<file path="src/hw/rtl/sle_pkg.sv">
// shared constants, types and command word for the serial line editor
`default_nettype none
package sle_pkg;

    // line store size, one place is kept free
    localparam int LINE_BYTES  = 32;
    localparam int ADDR_W      = $clog2(LINE_BYTES);
    localparam int CNT_W       = ADDR_W;
    localparam int K_W         = CNT_W + 2;
    localparam int QUEUE_DEPTH = 4;
    localparam int QPTR_W      = $clog2(QUEUE_DEPTH);
    localparam int QCNT_W      = $clog2(QUEUE_DEPTH + 1);

    localparam logic [CNT_W-1:0] FULL_COUNT = CNT_W'(LINE_BYTES - 1);

    // character codes
    localparam logic [7:0] CH_BS    = 8'h08;
    localparam logic [7:0] CH_LF    = 8'h0A;
    localparam logic [7:0] CH_CR    = 8'h0D;
    localparam logic [7:0] CH_SPACE = 8'h20;
    localparam logic [7:0] CH_DEL   = 8'h7F;

    // what the back end has to do for one received byte
    typedef enum logic [1:0] {
        KIND_PLAIN = 2'd0,
        KIND_ERASE = 2'd1,
        KIND_TERM  = 2'd2
    } kind_t;

    typedef struct packed {
        kind_t             kind;
        logic [7:0]        rx_byte;
        logic [CNT_W-1:0]  count;
        logic              ovf;
    } cmd_t;

    typedef struct packed {
        logic       echo_valid;
        logic [7:0] echo_char;
        logic       char_valid;
        logic [7:0] text_char;
        logic       line_end;
        logic       overflow;
        logic       last;
    } res_t;

endpackage
`default_nettype wire

</file>
<file path="src/hw/rtl/sle_ram.sv">
// generic single write port ram with registered read
`default_nettype none
module sle_ram #(
    parameter int WIDTH = 8,
    parameter int DEPTH = 32
) (
    input  wire logic                     clk,
    input  wire logic                     we,
    input  wire logic [$clog2(DEPTH)-1:0] waddr,
    input  wire logic [WIDTH-1:0]         wdata,
    input  wire logic [$clog2(DEPTH)-1:0] raddr,
    output logic      [WIDTH-1:0]         rdata
);

    logic [WIDTH-1:0] mem [DEPTH];

    always_ff @(posedge clk)
    begin
        if (we)
        begin
            mem[waddr] <= wdata;
        end
        rdata <= mem[raddr];
    end

endmodule
`default_nettype wire

</file>
<file path="src/hw/rtl/sle_queue.sv">
// short command queue between front and back end
`default_nettype none
module sle_queue (
    input  wire logic         clk,
    input  wire logic         rst_n,
    input  wire logic         push,
    input  wire sle_pkg::cmd_t push_cmd,
    input  wire logic         pop,
    output sle_pkg::cmd_t     head,
    output logic              empty,
    output logic              full
);
    import sle_pkg::*;

    cmd_t              entry_reg [QUEUE_DEPTH];
    logic [QPTR_W-1:0] wptr_reg, wptr_next;
    logic [QPTR_W-1:0] rptr_reg, rptr_next;
    logic [QCNT_W-1:0] cnt_reg, cnt_next;

    assign empty = (cnt_reg == '0);
    assign full  = (cnt_reg == QCNT_W'(QUEUE_DEPTH));
    assign head  = entry_reg[rptr_reg];

    always_comb
    begin
        wptr_next = wptr_reg;
        rptr_next = rptr_reg;
        cnt_next  = cnt_reg;
        if (push)
        begin
            wptr_next = wptr_reg + 1'b1;
        end
        if (pop)
        begin
            rptr_next = rptr_reg + 1'b1;
        end
        if (push && !pop)
        begin
            cnt_next = cnt_reg + 1'b1;
        end
        else if (pop && !push)
        begin
            cnt_next = cnt_reg - 1'b1;
        end
    end

    always_ff @(posedge clk)
    begin
        if (push)
        begin
            entry_reg[wptr_reg] <= push_cmd;
        end
    end

    always_ff @(posedge clk or negedge rst_n)
    begin
        if (!rst_n)
        begin
            wptr_reg <= '0;
            rptr_reg <= '0;
            cnt_reg  <= '0;
        end
        else
        begin
            wptr_reg <= wptr_next;
            rptr_reg <= rptr_next;
            cnt_reg  <= cnt_next;
        end
    end

endmodule
`default_nettype wire

</file>
<file path="src/hw/rtl/sle_front.sv">
// front end: takes received bytes, keeps the fill count, writes the line store
`default_nettype none
module sle_front (
    input  wire logic                      clk,
    input  wire logic                      rst_n,
    input  wire logic                      in_valid,
    output logic                           in_ready,
    input  wire logic [7:0]                in_byte,
    input  wire logic                      q_full,
    output logic                           push,
    output sle_pkg::cmd_t                  push_cmd,
    input  wire logic                      line_done,
    output logic                           st_we,
    output logic [sle_pkg::ADDR_W-1:0]     st_waddr,
    output logic [7:0]                     st_wdata
);
    import sle_pkg::*;

    logic [CNT_W-1:0] fill_reg, fill_next;
    logic             busy_reg, busy_next;
    logic             accept;
    logic             is_term, is_erase, is_print;

    assign in_ready = !q_full && !busy_reg;
    assign accept   = in_valid && in_ready;
    assign is_term  = (in_byte == CH_LF) || (in_byte == CH_CR);
    assign is_erase = (in_byte == CH_BS) || (in_byte == CH_DEL);
    assign is_print = (in_byte >= CH_SPACE) && (in_byte < CH_DEL);

    assign st_waddr = fill_reg;
    assign st_wdata = in_byte;
    assign push     = accept;

    always_comb
    begin
        fill_next         = fill_reg;
        busy_next         = busy_reg;
        st_we             = 1'b0;
        push_cmd.kind     = KIND_PLAIN;
        push_cmd.rx_byte  = in_byte;
        push_cmd.count    = fill_reg;
        push_cmd.ovf      = 1'b0;
        if (line_done)
        begin
            busy_next = 1'b0;
        end
        if (accept)
        begin
            if (is_term)
            begin
                push_cmd.kind = KIND_TERM;
                fill_next     = '0;
                // store is locked until the back end has read the line out
                if (fill_reg != '0)
                begin
                    busy_next = 1'b1;
                end
            end
            else if (is_erase)
            begin
                if (fill_reg != '0)
                begin
                    push_cmd.kind = KIND_ERASE;
                    fill_next     = fill_reg - 1'b1;
                end
            end
            else if (is_print)
            begin
                if (fill_reg != FULL_COUNT)
                begin
                    st_we     = 1'b1;
                    fill_next = fill_reg + 1'b1;
                end
                else
                begin
                    fill_next    = '0;
                    push_cmd.ovf = 1'b1;
                end
            end
        end
    end

    always_ff @(posedge clk or negedge rst_n)
    begin
        if (!rst_n)
        begin
            fill_reg <= '0;
            busy_reg <= 1'b0;
        end
        else
        begin
            fill_reg <= fill_next;
            busy_reg <= busy_next;
        end
    end

endmodule
`default_nettype wire

</file>
<file path="src/hw/rtl/sle_back.sv">
// back end: trims the stored line and emits echo and line words
`default_nettype none
module sle_back (
    input  wire logic                      clk,
    input  wire logic                      rst_n,
    input  wire logic                      q_empty,
    input  wire sle_pkg::cmd_t             head,
    output logic                           pop,
    output logic [sle_pkg::ADDR_W-1:0]     st_raddr,
    input  wire logic [7:0]                st_rdata,
    output logic                           line_done,
    output logic                           out_valid,
    input  wire logic                      out_ready,
    output sle_pkg::res_t                  out_res
);
    import sle_pkg::*;

    typedef enum logic [6:0] {
        B_IDLE    = 7'b0000001,
        B_LO_RD   = 7'b0000010,
        B_LO_CHK  = 7'b0000100,
        B_HI_RD   = 7'b0001000,
        B_HI_CHK  = 7'b0010000,
        B_EMIT_RD = 7'b0100000,
        B_EMIT    = 7'b1000000
    } bstate_t;

    bstate_t          state_reg, state_next;
    cmd_t             cmd_reg, cmd_next;
    logic [CNT_W-1:0] lo_reg, lo_next;
    logic [CNT_W-1:0] hi_reg, hi_next;
    logic [K_W-1:0]   k_reg, k_next;
    logic             ovalid_reg, ovalid_next;
    res_t             ores_reg, ores_next;

    logic [K_W-1:0]   necho, nline, n_last;
    logic             has_line, out_free;
    logic [7:0]       echo_ch;

    assign out_valid = ovalid_reg;
    assign out_res   = ores_reg;
    assign out_free  = !ovalid_reg || out_ready;
    assign has_line  = (cmd_reg.kind == KIND_TERM) && (cmd_reg.count != '0);
    assign nline     = K_W'(hi_reg - lo_reg);

    always_comb
    begin
        case (cmd_reg.kind)
            KIND_ERASE: necho = K_W'(4);
            KIND_TERM:  necho = K_W'(3);
            default:    necho = K_W'(1);
        endcase
        n_last = ((necho > nline) ? necho : nline) - 1'b1;
    end

    // echo sequence: the byte itself, then cr lf for a terminator or bs space bs for an erase
    always_comb
    begin
        echo_ch = cmd_reg.rx_byte;
        if (k_reg == K_W'(1))
        begin
            echo_ch = (cmd_reg.kind == KIND_TERM) ? CH_CR : CH_BS;
        end
        else if (k_reg == K_W'(2))
        begin
            echo_ch = (cmd_reg.kind == KIND_TERM) ? CH_LF : CH_SPACE;
        end
        else if (k_reg == K_W'(3))
        begin
            echo_ch = CH_BS;
        end
    end

    always_comb
    begin
        case (state_reg)
            B_LO_RD, B_LO_CHK: st_raddr = lo_reg;
            B_HI_RD, B_HI_CHK: st_raddr = hi_reg - 1'b1;
            default:           st_raddr = ADDR_W'(K_W'(lo_reg) + k_reg);
        endcase
    end

    always_comb
    begin
        state_next  = state_reg;
        cmd_next    = cmd_reg;
        lo_next     = lo_reg;
        hi_next     = hi_reg;
        k_next      = k_reg;
        ovalid_next = ovalid_reg && !out_ready;
        ores_next   = ores_reg;
        pop         = 1'b0;
        line_done   = 1'b0;
        case (state_reg)
            B_IDLE:
            begin
                if (!q_empty)
                begin
                    pop      = 1'b1;
                    cmd_next = head;
                    k_next   = '0;
                    lo_next  = '0;
                    if ((head.kind == KIND_TERM) && (head.count != '0))
                    begin
                        hi_next    = head.count;
                        state_next = B_LO_RD;
                    end
                    else
                    begin
                        hi_next    = '0;
                        state_next = B_EMIT_RD;
                    end
                end
            end
            B_LO_RD:
            begin
                state_next = B_LO_CHK;
            end
            B_LO_CHK:
            begin
                if (st_rdata == CH_SPACE)
                begin
                    if (lo_reg + 1'b1 == cmd_reg.count)
                    begin
                        // all spaces: empty line
                        lo_next    = cmd_reg.count;
                        state_next = B_EMIT_RD;
                    end
                    else
                    begin
                        lo_next    = lo_reg + 1'b1;
                        state_next = B_LO_RD;
                    end
                end
                else
                begin
                    state_next = B_HI_RD;
                end
            end
            B_HI_RD:
            begin
                state_next = B_HI_CHK;
            end
            B_HI_CHK:
            begin
                // lo points at a non-space, so this stops above it
                if (st_rdata == CH_SPACE)
                begin
                    hi_next    = hi_reg - 1'b1;
                    state_next = B_HI_RD;
                end
                else
                begin
                    state_next = B_EMIT_RD;
                end
            end
            B_EMIT_RD:
            begin
                state_next = B_EMIT;
            end
            B_EMIT:
            begin
                if (out_free)
                begin
                    ovalid_next          = 1'b1;
                    ores_next.echo_valid = (k_reg < necho);
                    ores_next.echo_char  = (k_reg < necho) ? echo_ch : 8'h00;
                    ores_next.char_valid = (k_reg < nline);
                    ores_next.text_char  = (k_reg < nline) ? st_rdata : 8'h00;
                    ores_next.line_end   = has_line && (k_reg == n_last);
                    ores_next.overflow   = cmd_reg.ovf;
                    ores_next.last       = (k_reg == n_last);
                    if (k_reg == n_last)
                    begin
                        line_done  = has_line;
                        state_next = B_IDLE;
                    end
                    else
                    begin
                        k_next     = k_reg + 1'b1;
                        state_next = B_EMIT_RD;
                    end
                end
            end
            default:
            begin
                state_next = B_IDLE;
            end
        endcase
    end

    always_ff @(posedge clk)
    begin
        cmd_reg  <= cmd_next;
        lo_reg   <= lo_next;
        hi_reg   <= hi_next;
        k_reg    <= k_next;
        ores_reg <= ores_next;
    end

    always_ff @(posedge clk or negedge rst_n)
    begin
        if (!rst_n)
        begin
            state_reg  <= B_IDLE;
            ovalid_reg <= 1'b0;
        end
        else
        begin
            state_reg  <= state_next;
            ovalid_reg <= ovalid_next;
        end
    end

endmodule
`default_nettype wire

</file>
<file path="src/hw/rtl/serial_line_editor.sv">
// top level of the serial line editor with backspace and echo
//
// channel   dir  width  contents
// s_axis    in   8      rx_byte, one received serial byte
// m_axis    out  24+1   echo and line word, tlast on the last word of a byte
//
// the front end takes one byte a cycle while the command queue has room and no
// finished line is still being read out of the line store
// the back end fetches a command in its idle state and then, for each result word, reads
// the store and emits the word; a terminator first trims spaces from both ends of the
// stored line in read and check states; the next command is taken after the last word
// a word waits in the output register on m_axis_tready; the back end stalls until it is taken
// reset clears the fill count, queue and control state; store entries need no reset
`default_nettype none
module serial_line_editor (
    input  wire logic        clk,
    input  wire logic        rst_n,
    input  wire logic        s_axis_tvalid,
    output logic             s_axis_tready,
    input  wire logic [7:0]  s_axis_tdata,   // [7:0] rx_byte
    output logic             m_axis_tvalid,
    input  wire logic        m_axis_tready,
    // [0] echo_valid, [8:1] echo_char, [9] char_valid, [17:10] text_char,
    // [18] line_end, [19] overflow, [23:20] zero
    output logic [23:0]      m_axis_tdata,
    output logic             m_axis_tlast    // last word caused by this byte
);
    import sle_pkg::*;

    cmd_t              push_cmd, head;
    logic              push, pop, q_empty, q_full;
    logic              line_done;
    logic              st_we;
    logic [ADDR_W-1:0] st_waddr, st_raddr;
    logic [7:0]        st_wdata, st_rdata;
    res_t              res;

    sle_front u_front (
        .clk       (clk),
        .rst_n     (rst_n),
        .in_valid  (s_axis_tvalid),
        .in_ready  (s_axis_tready),
        .in_byte   (s_axis_tdata),
        .q_full    (q_full),
        .push      (push),
        .push_cmd  (push_cmd),
        .line_done (line_done),
        .st_we     (st_we),
        .st_waddr  (st_waddr),
        .st_wdata  (st_wdata)
    );

    // line store
    sle_ram #(
        .WIDTH (8),
        .DEPTH (LINE_BYTES)
    ) u_store (
        .clk   (clk),
        .we    (st_we),
        .waddr (st_waddr),
        .wdata (st_wdata),
        .raddr (st_raddr),
        .rdata (st_rdata)
    );

    sle_queue u_queue (
        .clk      (clk),
        .rst_n    (rst_n),
        .push     (push),
        .push_cmd (push_cmd),
        .pop      (pop),
        .head     (head),
        .empty    (q_empty),
        .full     (q_full)
    );

    sle_back u_back (
        .clk       (clk),
        .rst_n     (rst_n),
        .q_empty   (q_empty),
        .head      (head),
        .pop       (pop),
        .st_raddr  (st_raddr),
        .st_rdata  (st_rdata),
        .line_done (line_done),
        .out_valid (m_axis_tvalid),
        .out_ready (m_axis_tready),
        .out_res   (res)
    );

    // word packing, highest field first, echo_valid at bit 0
    assign m_axis_tdata = {4'h0, res.overflow, res.line_end, res.text_char,
                           res.char_valid, res.echo_char, res.echo_valid};
    assign m_axis_tlast = res.last;

endmodule
`default_nettype wire
</file>
<file path="config.mk">
export PLATFORM = sky130hd
export DESIGN_NAME = serial_line_editor
export DESIGN_NICKNAME = d
export VERILOG_FILES = /design/src/hw/rtl/sle_pkg.sv /design/src/hw/rtl/sle_ram.sv /design/src/hw/rtl/sle_queue.sv /design/src/hw/rtl/sle_front.sv /design/src/hw/rtl/sle_back.sv /design/src/hw/rtl/serial_line_editor.sv
export SDC_FILE = /design/constraint.sdc
export NUM_CORES = 1
export LEC_CHECK = 0
export ABC_AREA = 1
export BUFFER_PORTS_ARGS = -buffer_cell sky130_fd_sc_hd__buf_2
export CAP_MARGIN = 20
export CORE_ASPECT_RATIO = 0.75
export CORE_MARGIN = 8
export CORE_UTILIZATION = 55
export DETAILED_ROUTE_END_ITERATION = 10
export PLACE_DENSITY = 0.75
export SLEW_MARGIN = 30
export SYNTH_ARGS = -nofsm -noshare
export SYNTH_HDL_FRONTEND = slang
export SYNTH_SLANG_ARGS = --single-unit
export TNS_END_PERCENT = 20
</file>
<file path="constraint.sdc">
create_clock -name clk -period 4.95 [get_ports clk]
set_input_delay 0 -clock clk [delete_from_list [all_inputs] [get_ports clk]]
set_output_delay 0 -clock clk [all_outputs]
set_load 0.005 [all_outputs]
</file>
# Word level (Yosys, flattened, before mapping)
# Memories as Yosys holds them, arrays and structs flattened. A register that Yosys moved wholly into a read port is not among the register bits.
# Cells that the tools add are included.
# op_classes
n_addsub	12
n_lt_le_gt_ge	5
eq_ne	28
n_mux	64
n_bitwise	1
n_reduce_logical	36
# ops
cell	count
5-bit two-way mux	11
7-bit case mux with 7 select lines	1
7-bit two-way mux	6
6-bit two-way mux	6
5-bit case mux with 2 select lines	3
1-bit two-way mux	26
8-bit by 4-bit equality test with 1-bit output, second input constant	3
8-bit two-way mux	3
7-bit by 2-bit equality test with 1-bit output, second input constant	3
5-bit nonzero test	3
7-bit by 1-bit equality test with 1-bit output, second input constant	2
7-bit case mux with 2 select lines	1
5-bit by 1-bit adder with 5-bit output, second input constant	2
5-bit by 1-bit subtractor with 5-bit output, second input constant	2
1-bit logical AND	9
3-bit two-way mux	3
3-bit AND reduction	3
8-bit by 6-bit equality test with 1-bit output, second input constant	1
8-bit by 7-bit equality test with 1-bit output, second input constant	1
8-bit by 6-bit >= comparator with 1-bit output, second input constant	1
8-bit by 7-bit less-than comparator with 1-bit output, second input constant	1
2-bit nonzero test	4
7-bit by 1-bit adder with 7-bit output, second input constant	1
7-bit by 3-bit equality test with 1-bit output, second input constant	1
32 further kinds	49
# word_totals
register_bits	75
mem_bits_rw	320
in_bits	12
out_inout_bits	27
elab_cells	169
mem_count	2
# mem_list
memory	depth	width	rd	rd_ports_with_merged_regs	write_ports	line_no	rtl
u_store.mem	32	8	1	1	1	sle_ram.sv:15	logic [WIDTH-1:0] mem [DEPTH];
u_queue.entry_reg	4	16	1	0	1	sle_queue.sv:15	cmd_t entry_reg [QUEUE_DEPTH];

# Depth between registers and ports, before layout
# depth
ltp_word	13
mapped_depth	28
ltp_nobuf	28

# Hierarchy
# Synthesis repeated with hierarchy kept, for this count alone.
# hier_totals
cells_unflattened	1726
area_unflattened_um2	18815.5
# by_module_without_submodules
mod	instances	cells_each	area_each_um2	seq_area_each_um2
sle_ram	1	922	10786.6	7847.5
sle_back	1	427	3865.0	1823.0
sle_queue	1	234	3209.3	2097.0
sle_front	1	138	920.9	150.1
serial_line_editor	1	5	33.8	0.0

# Worst setup path before layout
# OpenSTA, ideal clock, no wires.
# synth_timing
path_kind	reg-to-reg
from	register u_back.hi_reg[0]
to	register u_back.k_reg[0], enable pin
setup_time_ns	0.360
arrival_ns	3.346
required_time_ns	4.590
path_slack_ns	1.244
path_stages_with_launch	29
path_buffers	0
synth_period_minus_slack_ns	3.706
cell_sequence	edfxtp_1 > inv_1 > ha_1 > inv_1 > fa_1 > inv_1 > ha_1 > nand2_1 > nand2_1 > nand2_1 > nand2_1 > nand2_1 > nand2_1 > nand3_1 > nand2_1 > nand2_2 > ha_1 > inv_1 > nor2_1 > nand2_1 > nand2_1 > nand2_1 > nand2_1 > nor2_1 > nand2_1 > nor2_2 > nand2_1 > nand2_1 > nor2_1
# synth_between
elab_chain_len	7
# synth_rtl
item	line_no	rtl
start, declared	sle_back.sv:31	logic [CNT_W-1:0] hi_reg, hi_next;
start signal, assigned	sle_back.sv:196	hi_reg <= hi_next;
5-bit by 5-bit subtractor with 6-bit output *	sle_back.sv:44	assign nline = K_W'(hi_reg - lo_reg);
3-bit by 7-bit > comparator with 1-bit output	sle_back.sv:53	n_last = ((necho > nline) ? necho : nline) - 1'b1;
7-bit two-way mux *	sle_back.sv:53	
7-bit by 1-bit subtractor with 7-bit output *	sle_back.sv:53	
7-bit equality test *	sle_back.sv:173	if (k_reg == n_last)
2-bit inequality test (no line) *	n/a	
4-bit AND reduction (no line) *	n/a	
end signal, assigned	sle_back.sv:197	k_reg <= k_next;
end, declared	sle_back.sv:32	logic [K_W-1:0] k_reg, k_next;
# Every way passes the cells marked *; elsewhere a longest branch is shown, timed or not.
# A chain may end at the register's enable or synchronous reset.

# Worst setup path in the final report
# layout_timing
from	register u_back.lo_reg[0]
to	register u_back.k_reg[1], enable pin
# layout_between
elab_chain_len	7
# layout_rtl
item	line_no	rtl
start, declared	sle_back.sv:30	logic [CNT_W-1:0] lo_reg, lo_next;
start signal, assigned	sle_back.sv:195	lo_reg <= lo_next;
5-bit by 5-bit subtractor with 6-bit output *	sle_back.sv:44	
3-bit by 7-bit > comparator with 1-bit output	sle_back.sv:53	
7-bit two-way mux *	sle_back.sv:53	
7-bit by 1-bit subtractor with 7-bit output *	sle_back.sv:53	
7-bit equality test *	sle_back.sv:173	
2-bit inequality test (no line) *	n/a	
4-bit AND reduction (no line) *	n/a	
# Marks and branches as above.

==> results <==
- The cell occurring most often along the worst timing path is sky130_fd_sc_hd__nand2_1.
- In this run the deepest clock path goes through 3 buffers.
- For this design the top-level I/O count stands at 39.
- The H-tree was split into 2 levels.
- The most common cell after layout, fill and taps aside is sky130_fd_sc_hd__edfxtp_1.
- Once layout is complete, the utilization of the core stands at 61.6%.
- Before antenna repair, the detailed router went through 8 iterations.
- The routed length per placed instance is 18.7 um.
- Across the run, the number of max-cap violations was 0.
- The routed design has 40.1 mm of wire.
- Yosys mapped the design onto 47 distinct sky130hd cell types.
- The via count is 12100.
- The worst setup path is of the reg -> reg kind.
- The worst min-delay path class is in -> reg.
- The die is 225 um wide.
- Sorting the synthesized cells by area gives the leading types as sky130_fd_sc_hd__edfxtp_1 62%, sky130_fd_sc_hd__nand2_1 5.8%, sky130_fd_sc_hd__nor2_1 4.2%, sky130_fd_sc_hd__nand3_1 4.2%, sky130_fd_sc_hd__inv_1 4.2%.
- The top cell types in the final layout, fill and taps aside, are 374 x sky130_fd_sc_hd__edfxtp_1, 276 x sky130_fd_sc_hd__nand2_1, 200 x sky130_fd_sc_hd__nor2_1.
- The highest clock rate is 0.232 GHz.
- The die footprint is 38900 sq um.
- The final critical-path required period is 4.30 ns.
- The first-iteration detailed-routing DRC count is 1496.
- For this run, design rule violations remaining after detail routing come to 0.
- Setup violations remaining at the end of the flow were counted as 0.
- The fraction of final layout cells sized beyond drive strength 1 is 7.97%.
- Relative to the synthesized area, the layout overhead comes to 10.4%.
- Once detail routing completed, the nets flagged for antenna violations numbered 0.
- The number of cells produced by synthesis is 1637.
- Setup repair after global routing left no endpoint under its margin.
- In this run the worst path has a maximum fanout of 7.
- At the end of the flow, the number of nets in the layout was 1725.
- The number of sinks on the clock net is 403.
- The kind of cell adding the most delay to the critical path is simple AND/OR/NAND/NOR gates.
- The number of flip-flops under the largest register name is 256.
- The kind of end point of the critical path is a register.
- The number of instances in the placed design is 2070.
- The clock root buffer master is sky130_fd_sc_hd__clkbuf_16.
- The global-route usage over all layers is 20.5%.
- The longest individual stage delay on the worst path is 0.52 ns.
- For the worst-skew pair, the clock arrives at the later sink with an insertion delay of 0.55 ns.
- The final critical path takes up 86.9% of the cycle.
- The flow ran to the end, and the final reports show no timing, DRC or antenna violations.
- The post-cts resize count is 0.
- The portion of the post-synthesis area used by sequential elements is 66.2%.
- STA classifies the critical path startpoint as a register.
- The number of hold-slack violations in the final timing report was 0.
- The combined buffer and inverter count along the critical path is 3.
- The worst hold slack across all endpoints is 0.0423 ns.
- The number of max-slew violations in the final report came to 0.
- The via density per instance is 5.62.
- Entering global routing, the biggest net connects 105 pins.
- The wire length of the first global-routing pass is 62.9 mm.
- The headroom to the max-slew limit is 37.3%.
- In this run the cell area of the synthesized design comes to 18000 sq um.
- Buffers inserted during clock tree synthesis total 39.
- The endpoint arrival time on the critical path is 4.48 ns.
- The weighted congestion at the end of routability-driven global placement is 0.938.
- During synthesis, Yosys emitted a total of 0 warnings.
- After floorplanning, the core was divided into 57 placement rows.
- The highest-delay cell along the critical path is sky130_fd_sc_hd__edfxtp_1.
- The floorplan step defined a core boundary enclosing 32300 sq um.
- For this run the aggregate overflow at the end of global routing stands at 0.
- From bottom edge to top edge, the die measures 173 um.
- For the pin with the worst max-slew slack, the measured transition is 0.940 ns.
- The number of global-route vias before repair is 11300.
- The synthesized design contains 374 enable-type register cells.
- Of all flip-flops after synthesis, the portion carrying an async set or reset was 5.21%.
- The clock slew seen by the registers of the worst setup and hold paths is 0.06 ns.
- The HPWL after detailed placement is 26.3 mm.
- Of all cell types, the one taking the most synthesized area is sky130_fd_sc_hd__edfxtp_1.
- The most used flip-flop cell after synthesis is sky130_fd_sc_hd__edfxtp_1.
- The antenna diode count is 0.
- After synthesis the netlist holds a flip-flop and latch count of 403.
- Each instance of the synthesized netlist takes up on average 11.0 sq um.
- In this run the tool buffered the top-level ports with 34 buffer cells.
- Data on the critical path is required at its endpoint by 5.12 ns.
- After synthesis, the largest area contributor takes up 62.3% of total cell area.
- The setup clock skew after layout is 0.0324 ns.
- The CTS tree is done.
- Adding up every negative setup slack in the final design gives 0 ns.
- The initial core utilization is 55.8%.
- The final standard cell count with taps included and fillers excluded is 2148.
- The initial antenna violation count came to 1.
[Yosys cell counts, types with 2 or more instances]
cell type	count
sky130_fd_sc_hd__nor2_2	3
sky130_fd_sc_hd__clkbuf_1	23
sky130_fd_sc_hd__nand3b_1	2
sky130_fd_sc_hd__a31oi_1	2
sky130_fd_sc_hd__nand3_1	152
sky130_fd_sc_hd__xnor2_1	9
sky130_fd_sc_hd__nand4_1	11
sky130_fd_sc_hd__o211ai_1	82
sky130_fd_sc_hd__xor2_1	17
sky130_fd_sc_hd__a21oi_4	2
sky130_fd_sc_hd__buf_4	10
sky130_fd_sc_hd__nor2_1	203
sky130_fd_sc_hd__nand2_2	3
sky130_fd_sc_hd__ha_1	34
sky130_fd_sc_hd__fa_1	3
sky130_fd_sc_hd__buf_1	5
sky130_fd_sc_hd__nor3_1	14
sky130_fd_sc_hd__nand2_1	276
sky130_fd_sc_hd__o22ai_1	15
sky130_fd_sc_hd__buf_2	27
sky130_fd_sc_hd__a21oi_1	28
sky130_fd_sc_hd__edfxtp_1	374
sky130_fd_sc_hd__inv_2	6
sky130_fd_sc_hd__o21ai_0	76
sky130_fd_sc_hd__dfxtp_1	8
sky130_fd_sc_hd__inv_1	200
sky130_fd_sc_hd__nor4_1	9
sky130_fd_sc_hd__dfrtp_1	20
sky130_fd_sc_hd__a32oi_1	5
[cell type report]
cell class	count	area [sq um]
timing repair buffer	60	395
multi-input combinational	966	5050
clock inverter	17	126
inverter	206	773
clock buffer	54	1080
sequential	403	11900
tap	442	553
fill	2452	12400
[metal layers]
metal	wire (um)	vias to the layer above	track usage, %
li1	-	5744	-
met1	18000	5690	31.0
met2	17300	558	29.9
met3	4030	69	3.99
met4	861	2	5.61
met5	12	-	0
[cell families after synthesis]
| family | share of synthesized area [%] |
|---|---|
| AO/OA/AOI/OAI | 7.81 |
| XOR/XNOR | 1.26 |
| adder cells (fa/ha/maj) | 2.69 |
| buffers and inverters | 6.04 |
| flip-flops | 66.2 |
| multiplexers | 0.0625 |
| other | 0.0208 |
| AND/OR/NAND/NOR | 16.0 |
[tightest hold or removal path, stage by stage]
cell and delay [ns]:
sky130_fd_sc_hd__buf_2 0.09, sky130_fd_sc_hd__nand2_1 0.31, sky130_fd_sc_hd__xor2_1 0.12
[final timing paths]
path / from / to / slack (ns) / depth (start not counted)
worst max register to register: u_back.lo_reg[0]$_SDFFCE_PN0P_ / u_back.k_reg[1]$_SDFFCE_PN0P_ / 0.65 / 27
min in group asynchronous: rst_n / u_front.st_waddr[1]$_DFFE_PN0P_ / 0.49 / 3
max in group asynchronous: rst_n / u_queue.rptr_reg[0]$_DFFE_PN0P_ / 3.36 / 4
worst max-delay path: u_back.lo_reg[0]$_SDFFCE_PN0P_ / u_back.k_reg[1]$_SDFFCE_PN0P_ / 0.65 / 27
worst min-delay path: s_axis_tvalid / u_queue.wptr_reg[0]$_DFFE_PN0P_ / 0.04 / 3
worst min register to register: u_back.cmd_reg[0]$_DFFE_PP_ / u_back.out_res[1]$_DFFE_PP_ / 0.44 / 0
[repair_timing]
action	in CTS	in global routing
hold buffers	7	0
buffers inserted	0	0
hold endpoints to repair	51	0
[metrics by stage]
step                      setup slack (ns)  area (sq um)
final                                0.648         19900
after detailed placement             0.713         18600
after floorplan                       1.24         18000
after CTS                            0.714         19900
after global placement               0.921         18600
after global routing                 0.275         19900
Power is left out: the tool's default activity adds up to more than one toggle a clock period on the data nets, which glitch-free logic cannot reach.
